<file path="config.mk">
export PLATFORM = sky130hd
export DESIGN_NAME = fiscal_frame_encoder_top
export DESIGN_NICKNAME = d
export VERILOG_FILES = /design/src/rtl/ffe_pkg.sv /design/src/rtl/fiscal_frame_encoder_top.sv /design/src/rtl/ffe_front.sv /design/src/rtl/ffe_queue.sv /design/src/rtl/ffe_back.sv
export VERILOG_INCLUDE_DIRS = /design/src /design/src/rtl
export SDC_FILE = /design/constraint.sdc
export NUM_CORES = 1
export LEC_CHECK = 0
export BUFFER_PORTS_ARGS = -buffer_cell sky130_fd_sc_hd__buf_2
export CAP_MARGIN = 5
export CORE_UTILIZATION = 47
export CTS_BUF_LIST = sky130_fd_sc_hd__clkbuf_4 sky130_fd_sc_hd__clkbuf_8 sky130_fd_sc_hd__clkbuf_16
export CTS_CLUSTER_SIZE = 30
export DETAILED_ROUTE_END_ITERATION = 10
export SLEW_MARGIN = 10
export SYNTH_ARGS = -nofsm -noshare
export SYNTH_HDL_FRONTEND = slang
export SYNTH_SLANG_ARGS = --single-unit
</file>
<file path="constraint.sdc">
create_clock -name clk -period 4 [get_ports clk]
set_input_delay 0.2 -clock clk [delete_from_list [all_inputs] [get_ports clk]]
set_output_delay 0.2 -clock clk [all_outputs]
set_load 0.05 [all_outputs]
</file>
<file path="src/rtl/fiscal_frame_encoder_top_macros.svh">
// Assertion macros shared by the frame encoder modules.
// Each macro expects clk and arst_n to be visible at the place of use.
`ifndef FISCAL_FRAME_ENCODER_TOP_MACROS_SVH
`define FISCAL_FRAME_ENCODER_TOP_MACROS_SVH

// Clocked property, switched off while reset is asserted.
`define FFE_ASSERT(lbl, prop, msg) \
	lbl: assert property (@(posedge clk) disable iff (!arst_n) prop) else $error(msg);

// Condition that must never be seen at a clock edge.
`define FFE_NEVER(lbl, expr, msg) \
	lbl: assert property (@(posedge clk) disable iff (!arst_n) !(expr)) else $error(msg);

`endif

</file>
<file path="src/rtl/ffe_pkg.sv">
// Types and constants of the fiscal frame encoder.
// Used by every module of the block; depends on nothing else.
package ffe_pkg;

	localparam logic [7:0] MAX_PAYLOAD = 8'd219;
	localparam logic [7:0] PREAMBLE    = 8'h01;
	localparam logic [7:0] POSTAMBLE   = 8'h05;
	localparam logic [7:0] TERMINATOR  = 8'h03;
	localparam logic [7:0] LEN_OFFSET  = 8'h24;
	localparam logic [7:0] CHECK_BASE  = 8'h30;
	localparam logic [6:0] SEQ_RESET   = 7'h31;
	localparam logic [6:0] SEQ_LOW     = 7'h20;
	localparam logic [6:0] SEQ_HIGH    = 7'h7f;

	typedef struct packed {
		logic [7:0] command_code;
		logic [7:0] payload_length;
		logic [7:0] data_byte;
		logic       last_byte;
	} in_item_t;

	typedef struct packed {
		logic [7:0] out_byte;
		logic       last_of_run;
	} out_item_t;

	// One classified request as passed from the front to the back.
	typedef struct packed {
		logic       header;
		logic       has_data;
		logic       trailer;
		logic [7:0] len_byte;
		logic [7:0] cmd;
		logic [7:0] data;
	} job_t;

endpackage

</file>
<file path="src/rtl/fiscal_frame_encoder_top.sv">
// Top level of the fiscal frame encoder: front, job queue and back.
// Depends on ffe_pkg, ffe_front, ffe_queue and ffe_back.
//
//   channel  direction  handshake             payload
//   req      in         req_valid/req_ready   in_item_t  (one payload request)
//   rsp      out        rsp_valid/rsp_ready   out_item_t (one frame byte)
//
// The back end emits one byte per clock while it holds a job and the response side is ready.
// A data request yields one byte; the first request of a frame adds four header
// bytes and the closing request six trailer bytes, so throughput is set by the
// single byte sequencer in the back end.
// Requests are taken whenever the job queue has room (QUEUE_DEPTH entries). Short
// header and trailer bursts are absorbed there; a run of short frames outpaces the
// sequencer, fills the queue and holds req_ready low until bytes drain.
// Reset is asynchronous and active low; it returns the encoder to the idle state
// with sequence number 0x31 and an empty queue. No clearing pass is needed.
module fiscal_frame_encoder_top import ffe_pkg::*; #(
	parameter int QUEUE_DEPTH = 4
) (
	input  logic      clk,
	input  logic      arst_n,
	input  logic      req_valid,
	output logic      req_ready,
	input  in_item_t  req,
	output logic      rsp_valid,
	input  logic      rsp_ready,
	output out_item_t rsp
);

	job_t front_job;
	job_t head_job;
	logic q_full;
	logic q_not_empty;
	logic q_pop;
	logic req_accept;

	// A request is accepted whenever there is room for its job in the queue.
	assign req_ready  = !q_full;
	assign req_accept = req_valid && req_ready;

	// The front tracks frame boundaries and turns each request into a job.
	ffe_front u_front (
		.clk    (clk),
		.arst_n (arst_n),
		.accept (req_accept),
		.req    (req),
		.job    (front_job)
	);

	// The queue decouples request acceptance from byte emission.
	ffe_queue #(
		.DEPTH (QUEUE_DEPTH)
	) u_queue (
		.clk       (clk),
		.arst_n    (arst_n),
		.push      (req_accept),
		.push_job  (front_job),
		.full      (q_full),
		.pop       (q_pop),
		.not_empty (q_not_empty),
		.head      (head_job)
	);

	// The back sequences frame bytes into a registered response stage.
	ffe_back u_back (
		.clk       (clk),
		.arst_n    (arst_n),
		.q_valid   (q_not_empty),
		.q_job     (head_job),
		.q_pop     (q_pop),
		.rsp_valid (rsp_valid),
		.rsp_ready (rsp_ready),
		.rsp       (rsp)
	);

endmodule

</file>
<file path="src/rtl/ffe_front.sv">
// Front end: accepts requests and classifies them into jobs.
// Depends on ffe_pkg.
module ffe_front import ffe_pkg::*; (
	input  logic     clk,
	input  logic     arst_n,
	input  logic     accept,
	input  in_item_t req,
	output job_t     job
);

	logic       in_frame_q;
	logic [7:0] len_sat;

	always_comb begin
		len_sat = (req.payload_length > MAX_PAYLOAD) ? MAX_PAYLOAD : req.payload_length;
		job.header   = !in_frame_q;
		job.len_byte = len_sat + LEN_OFFSET;
		job.cmd      = req.command_code;
		job.data     = req.data_byte;
		if (!in_frame_q) begin
			// An empty payload has no data byte and always closes the frame.
			job.has_data = (len_sat != 8'd0);
			job.trailer  = (len_sat == 8'd0) || req.last_byte;
		end else begin
			job.has_data = 1'b1;
			job.trailer  = req.last_byte;
		end
	end

	always_ff @(posedge clk or negedge arst_n) begin
		if (!arst_n) begin
			in_frame_q <= 1'b0;
		end else if (accept) begin
			in_frame_q <= !job.trailer;
		end
	end

endmodule

</file>
<file path="src/rtl/ffe_queue.sv">
// Short job queue between the front and the back of the encoder.
// Depends on ffe_pkg and the assertion macro header.
`include "fiscal_frame_encoder_top_macros.svh"
module ffe_queue import ffe_pkg::*; #(
	parameter int DEPTH = 4
) (
	input  logic clk,
	input  logic arst_n,
	input  logic push,
	input  job_t push_job,
	output logic full,
	input  logic pop,
	output logic not_empty,
	output job_t head
);

	localparam int IW = (DEPTH > 1) ? $clog2(DEPTH) : 1;
	localparam int CW = $clog2(DEPTH + 1);
	localparam logic [IW-1:0] LAST_IDX = IW'(DEPTH - 1);
	localparam logic [CW-1:0] FULL_CNT = CW'(DEPTH);

	job_t          mem_q [DEPTH];
	logic [IW-1:0] wr_ptr_q;
	logic [IW-1:0] rd_ptr_q;
	logic [CW-1:0] count_q;

	assign full      = (count_q == FULL_CNT);
	assign not_empty = (count_q != '0);
	assign head      = mem_q[rd_ptr_q];

	always_ff @(posedge clk) begin
		if (push) begin
			mem_q[wr_ptr_q] <= push_job;
		end
	end

	always_ff @(posedge clk or negedge arst_n) begin
		if (!arst_n) begin
			wr_ptr_q <= '0;
			rd_ptr_q <= '0;
			count_q  <= '0;
		end else begin
			if (push) begin
				wr_ptr_q <= (wr_ptr_q == LAST_IDX) ? '0 : wr_ptr_q + 1'b1;
			end
			if (pop) begin
				rd_ptr_q <= (rd_ptr_q == LAST_IDX) ? '0 : rd_ptr_q + 1'b1;
			end
			if (push && !pop) begin
				count_q <= count_q + 1'b1;
			end else if (pop && !push) begin
				count_q <= count_q - 1'b1;
			end
		end
	end

	`FFE_NEVER(a_count_bound, count_q > FULL_CNT, "queue fill count above depth")
	`FFE_ASSERT(a_pop_dec, pop && !push |=> count_q == $past(count_q) - 1'b1, "pop lost")
	`FFE_ASSERT(a_push_inc, push && !pop |=> count_q == $past(count_q) + 1'b1, "push lost")

endmodule

</file>
<file path="src/rtl/ffe_back.sv">
// Back end: steps through the bytes of each job, keeps sequence and check sum.
// Depends on ffe_pkg and the assertion macro header.
`include "fiscal_frame_encoder_top_macros.svh"
module ffe_back import ffe_pkg::*; (
	input  logic      clk,
	input  logic      arst_n,
	input  logic      q_valid,
	input  job_t      q_job,
	output logic      q_pop,
	output logic      rsp_valid,
	input  logic      rsp_ready,
	output out_item_t rsp
);

	localparam logic [3:0] ST_PRE  = 4'd0;
	localparam logic [3:0] ST_LEN  = 4'd1;
	localparam logic [3:0] ST_SEQ  = 4'd2;
	localparam logic [3:0] ST_CMD  = 4'd3;
	localparam logic [3:0] ST_DATA = 4'd4;
	localparam logic [3:0] ST_POST = 4'd5;
	localparam logic [3:0] ST_C3   = 4'd6;
	localparam logic [3:0] ST_C2   = 4'd7;
	localparam logic [3:0] ST_C1   = 4'd8;
	localparam logic [3:0] ST_C0   = 4'd9;
	localparam logic [3:0] ST_TERM = 4'd10;

	job_t       job_q;
	logic       busy_q;
	logic [3:0] step_q;
	logic [6:0] seq_q;
	logic [15:0] sum_q;

	logic       emit;
	logic       final_step;
	logic       add_sum;
	logic [3:0] next_step;
	logic [7:0] cur_byte;

	assign emit  = busy_q && (!rsp_valid || rsp_ready);
	assign q_pop = q_valid && (!busy_q || (emit && final_step));

	always_comb begin
		next_step  = step_q;
		final_step = 1'b0;
		add_sum    = 1'b0;
		cur_byte   = TERMINATOR;
		unique case (step_q)
			ST_PRE: begin
				cur_byte  = PREAMBLE;
				next_step = ST_LEN;
			end
			ST_LEN: begin
				cur_byte  = job_q.len_byte;
				add_sum   = 1'b1;
				next_step = ST_SEQ;
			end
			ST_SEQ: begin
				cur_byte  = {1'b0, seq_q};
				add_sum   = 1'b1;
				next_step = ST_CMD;
			end
			ST_CMD: begin
				cur_byte   = job_q.cmd;
				add_sum    = 1'b1;
				next_step  = job_q.has_data ? ST_DATA : ST_POST;
				final_step = !job_q.has_data && !job_q.trailer;
			end
			ST_DATA: begin
				cur_byte   = job_q.data;
				add_sum    = 1'b1;
				next_step  = ST_POST;
				final_step = !job_q.trailer;
			end
			ST_POST: begin
				cur_byte  = POSTAMBLE;
				add_sum   = 1'b1;
				next_step = ST_C3;
			end
			ST_C3: begin
				cur_byte  = CHECK_BASE + {4'h0, sum_q[15:12]};
				next_step = ST_C2;
			end
			ST_C2: begin
				cur_byte  = CHECK_BASE + {4'h0, sum_q[11:8]};
				next_step = ST_C1;
			end
			ST_C1: begin
				cur_byte  = CHECK_BASE + {4'h0, sum_q[7:4]};
				next_step = ST_C0;
			end
			ST_C0: begin
				cur_byte  = CHECK_BASE + {4'h0, sum_q[3:0]};
				next_step = ST_TERM;
			end
			ST_TERM: begin
				cur_byte   = TERMINATOR;
				final_step = 1'b1;
			end
			default: begin
				cur_byte   = TERMINATOR;
				final_step = 1'b1;
			end
		endcase
	end

	always_ff @(posedge clk or negedge arst_n) begin
		if (!arst_n) begin
			busy_q    <= 1'b0;
			step_q    <= ST_PRE;
			seq_q     <= SEQ_RESET;
			sum_q     <= '0;
			rsp_valid <= 1'b0;
		end else begin
			if (q_pop) begin
				busy_q <= 1'b1;
				step_q <= q_job.header ? ST_PRE : ST_DATA;
			end else if (emit && final_step) begin
				busy_q <= 1'b0;
			end else if (emit) begin
				step_q <= next_step;
			end

			if (emit) begin
				if (step_q == ST_PRE) begin
					// A new frame: fresh sum, sequence advanced before use.
					sum_q <= '0;
					seq_q <= (seq_q == SEQ_HIGH) ? SEQ_LOW : seq_q + 1'b1;
				end else if (add_sum) begin
					sum_q <= sum_q + {8'h00, cur_byte};
				end
			end

			if (emit) begin
				rsp_valid <= 1'b1;
			end else if (rsp_ready) begin
				rsp_valid <= 1'b0;
			end
		end
	end

	always_ff @(posedge clk) begin
		if (q_pop) begin
			job_q <= q_job;
		end
		if (emit) begin
			rsp.out_byte    <= cur_byte;
			rsp.last_of_run <= final_step;
		end
	end

	`FFE_ASSERT(a_sum_cleared, emit && step_q == ST_PRE |=> sum_q == 16'h0000, "sum not cleared")
	`FFE_NEVER(a_seq_range, seq_q < SEQ_LOW, "sequence number below its range")
	`FFE_ASSERT(a_term_last, emit && step_q == ST_TERM |=> rsp_valid && rsp.last_of_run,
		"terminator not marked as end of run")

endmodule
</file>
==> results by group <==
Run status
  – Status: finished, final reports clean

Place
  – Port bufs: 39
  – Gp weighted congestion: 0.853
  – Post-Place Cells: 753
  – Setup WS pre-CTS: 558 ps
  – DP Area: 8210 um^2
  – Dpl hpwl: about 9700 um

Synthesis
  – Synthesized area: around 7700 um^2
  – Area leader, netlist: edfxtp_1
  – Count of cell types in the netlist: 56
  – Ys flop type: edfxtp_1
  – Syn Area/Cell: 15.3 um^2
  – Share of async-settable or async-resettable flops after synthesis: 20.6%
  – Syn Nets: 554
  – Synth Instances: between 500 and 600
  – Synth Register Bits: 180
  – Ys Warns: 0
  – Register area share after synthesis: slightly below 70%
  – Synth area leaders: edfxtp_1, dfrtp_1, mux4_2, ha_1, nand2_1
  – Post-synth EDFFs: 143
  – Share of the synthesized area in the top cell type: 55.4%

Clock network
  – Clock Pin Slew Worst Setup and Hold Paths: around 70 ps
  – CTS resizes: 0
  – Root buffer cell: clkbuf_16
  – Num CTS Buffers: 17
  – Worst skew pair latency: 430 ps
  – CTS tree: yes
  – Clk buf depth: 2
  – CTS sink cnt: 180
  – H-tree levels: 4

Worst setup path
  – Slowest-stage cell, CP: dfrtp_1
  – WP data arrival: 3850 ps
  – R2R Setup Slk: around 500 ps
  – Crit-path cells: buf_4 -> a221oi_1 -> a31oi_1 -> a211oi_1 -> a31oi_1 -> ha_1 -> a21oi_1 -> nor2b_1 -> a311o_1 -> a221oi_2 -> o21ai_0 -> a21oi_1
  – Worst R2R Start: u_back.step_q[2]
  – Reg2Reg Depth: 12
  – CP Launch Type: register
  – CP required: 4350 ps
  – Critical path peak fanout: 17
  – Reg2reg end: u_back.sum_q[11]
  – Critical Path Sink Type: register
  – Largest stage delay on the critical path: ~580 ps
  – CP Class: reg -> reg

Global route
  – Initial antenna violation count: 0
  – Vias in the first global route: approximately 4300
  – First-pass GRT wire length: 23800 um
  – Grt ovf: 0
  – Largest net degree at the start of global routing: 38
  – GRT Total Usage: 19.2%

Detailed routing
  – Routed len/inst: 18.3 um
  – Drt first pass iters: 5
  – ANT nets after route: 0
  – DR vias: 4397
  – Drt total wl: 14700 um
  – DRC viols: 0
  – Vias per Instance: ~5.5
  – DRT iter0 DRCs: 300

Cells and area
  – Layout cells sized above 1: around 23%
  – Design area: 8930 um^2
  – Final instance count without filler cells: 802
  – Layout net count: about 620
  – Antenna Diode Count: 0
  – Area Overhead vs Synth: 15.3%

STA
  – Final Hold Vio Count: 0
  – Max-slew violations: 0
  – RSZ-0062 raised after global routing: no
  – Final Setup Violations: 0
  – Period minus WS final: roughly 3500 ps
  – Clock Skew: between 9 and 10 ps
  – Max Freq: 286 MHz
  – Setup TNS Final: 0 ps
  – Slew headroom: 33.1%
  – Final period util: between 80 and 90%
  – Worst Max-Slew Pin Slew: around 1000 ps
  – Setup ws final: 504 ps

Floorplanning
  – Core Region: 16000 um^2
  – Die ar.: approximately 17000 um^2
  – Die width: ~130 um
  – FP Rows: 46
  – # IOs: 40
  – Starting density of the core: 48.4%
  – Height of the chip: about 130 um

Power
  – Max IR drop VDD: around 0.43 mV
  – Leakage: 3.28 nW
  – PwrDens: 774 nW/um^2
  – Total power: 6.92 mW

Worst hold path
  – Hold Startpoint: rsp_ready
  – Worst hold path type: in -> reg
  – Hold Path Stages: 3
  – Hold path endpoint: u_back.rsp_valid

Run
  – Max-Cap Viols: 0
-- how the worst max path moves through the flow --
stage                      from                to  slack (ps)
2_1_floorplan  u_back.step_q[0]  u_back.sum_q[13]         790
3_3_place_gp   u_back.step_q[2]  u_back.sum_q[13]         600
3_5_place_dp   u_back.step_q[2]  u_back.sum_q[11]         560
4_1_cts        u_back.step_q[2]  u_back.sum_q[11]         550
5_1_grt        u_back.step_q[1]  u_back.sum_q[11]         120
6_report       u_back.step_q[2]  u_back.sum_q[11]         500
-- cell usage after synthesis (3+ instances only) --
cell,n
inv_1,16
clkbuf_1,12
o32ai_1,3
a21o_1,4
or3_1,3
and3_1,9
dfstp_2,3
nand2_1,39
a21oi_1,16
nand2b_1,8
xnor2_1,12
nand4_1,6
nor3_1,3
o31ai_1,5
nor2b_1,7
a221oi_1,4
dfrtp_1,34
a31oi_1,8
nor2_1,35
buf_2,3
mux4_2,27
ha_1,17
xor2_1,7
or2_2,4
mux2i_1,7
or4_1,3
nand3_1,7
o21ai_0,17
mux2_2,7
o21a_1,3
edfxtp_1,143
-- where the power goes --
| group | switching, mW | total, mW | internal [mW] |
|---|---|---|---|
| combinational | 1.36 | 2.35 | 0.998 |
| clock | 0.733 | 1.55 | 0.821 |
| sequential | 0.375 | 3.01 | 2.63 |
-- area by class of cell --
cell class	count	area, um^2
repair buffers	67	448
multi-input cells	290	2370
clock buffers	18	433
fillers	1316	7070
flip-flops and latches	180	5230
well taps	216	270
inverters	17	63.8
clock inverters	14	121
-- layer usage --
layer	part of all wire, %	up-vias	track usage [%]	routed length, um
li1	-	2093	-	-
met1	45	2192	25.5	6610
met2	49	97	30.9	7210
met3	4.6	15	5.05	671
met4	1.2	0	6.83	173
met5	0	-	0	0
-- worst max-delay path: cells and delay by family, from the launching register on --
| kind | cells | cell delay (ps) |
|---|---|---|
| compound gates | 9 | 2150 |
| fa+ha+maj | 1 | 300 |
| buf+inv | 1 | 290 |
| flops | 1 | 580 |
| simple gates | 1 | 90 |
-- per-stage QoR --
| step | hold WS, ps | utilization (%) |
|---|---|---|
| finish | 143 | 55.8 |
| floorplan | -95.6 | - |
| global route | 147 | 55.8 |
| CTS | 131 | 55.8 |
| global placement | 372 | 51.3 |
| detailed placement | 381 | 51.3 |
-- flip-flops by register name (all words and copies together), names as in the netlist --
name / cells
u_back.rsp: 9
u_queue.mem_q: 108
u_queue.count_q: 3
u_back.busy_q: 1
u_queue.wr_ptr_q: 2
u_back.seq_q: 7
u_back.sum_q: 16
u_back.job_q: 26
u_front.in_frame_q: 1
u_back.rsp_valid: 1
u_queue.rd_ptr_q: 2
u_back.step_q: 4
-- kinds of logic after synthesis --
| group | after synthesis | synth area share, % |
|---|---|---|
| xor+xnor | 19 | 2.15 |
| buf+inv | 36 | 1.99 |
| mux | 41 | 9.77 |
| simple gates | 133 | 8.51 |
| fa+ha+maj | 19 | 3.26 |
| compound gates | 78 | 6.88 |
| flops | 180 | 67.4 |
-- layout by cell type (no fill, tap or decap), drive strengths merged, types with 9 or more instances in the layout --
cell         instances
clkbuf              18
nand2               39
xnor2               12
nor2                35
buf                 50
dfrtp               34
dlygate4sd3         17
ha                  17
inv                 23
o21ai               17
and3                 9
a21oi               17
edfxtp             143
mux4                27
-- repair_timing --
item / CTS / global route
buffers inserted: 0 / 0
hold buffers: 17 / 0
endpoints found under the hold margin: 98 / 0
Note: power is estimated with default switching activity, not from simulation.
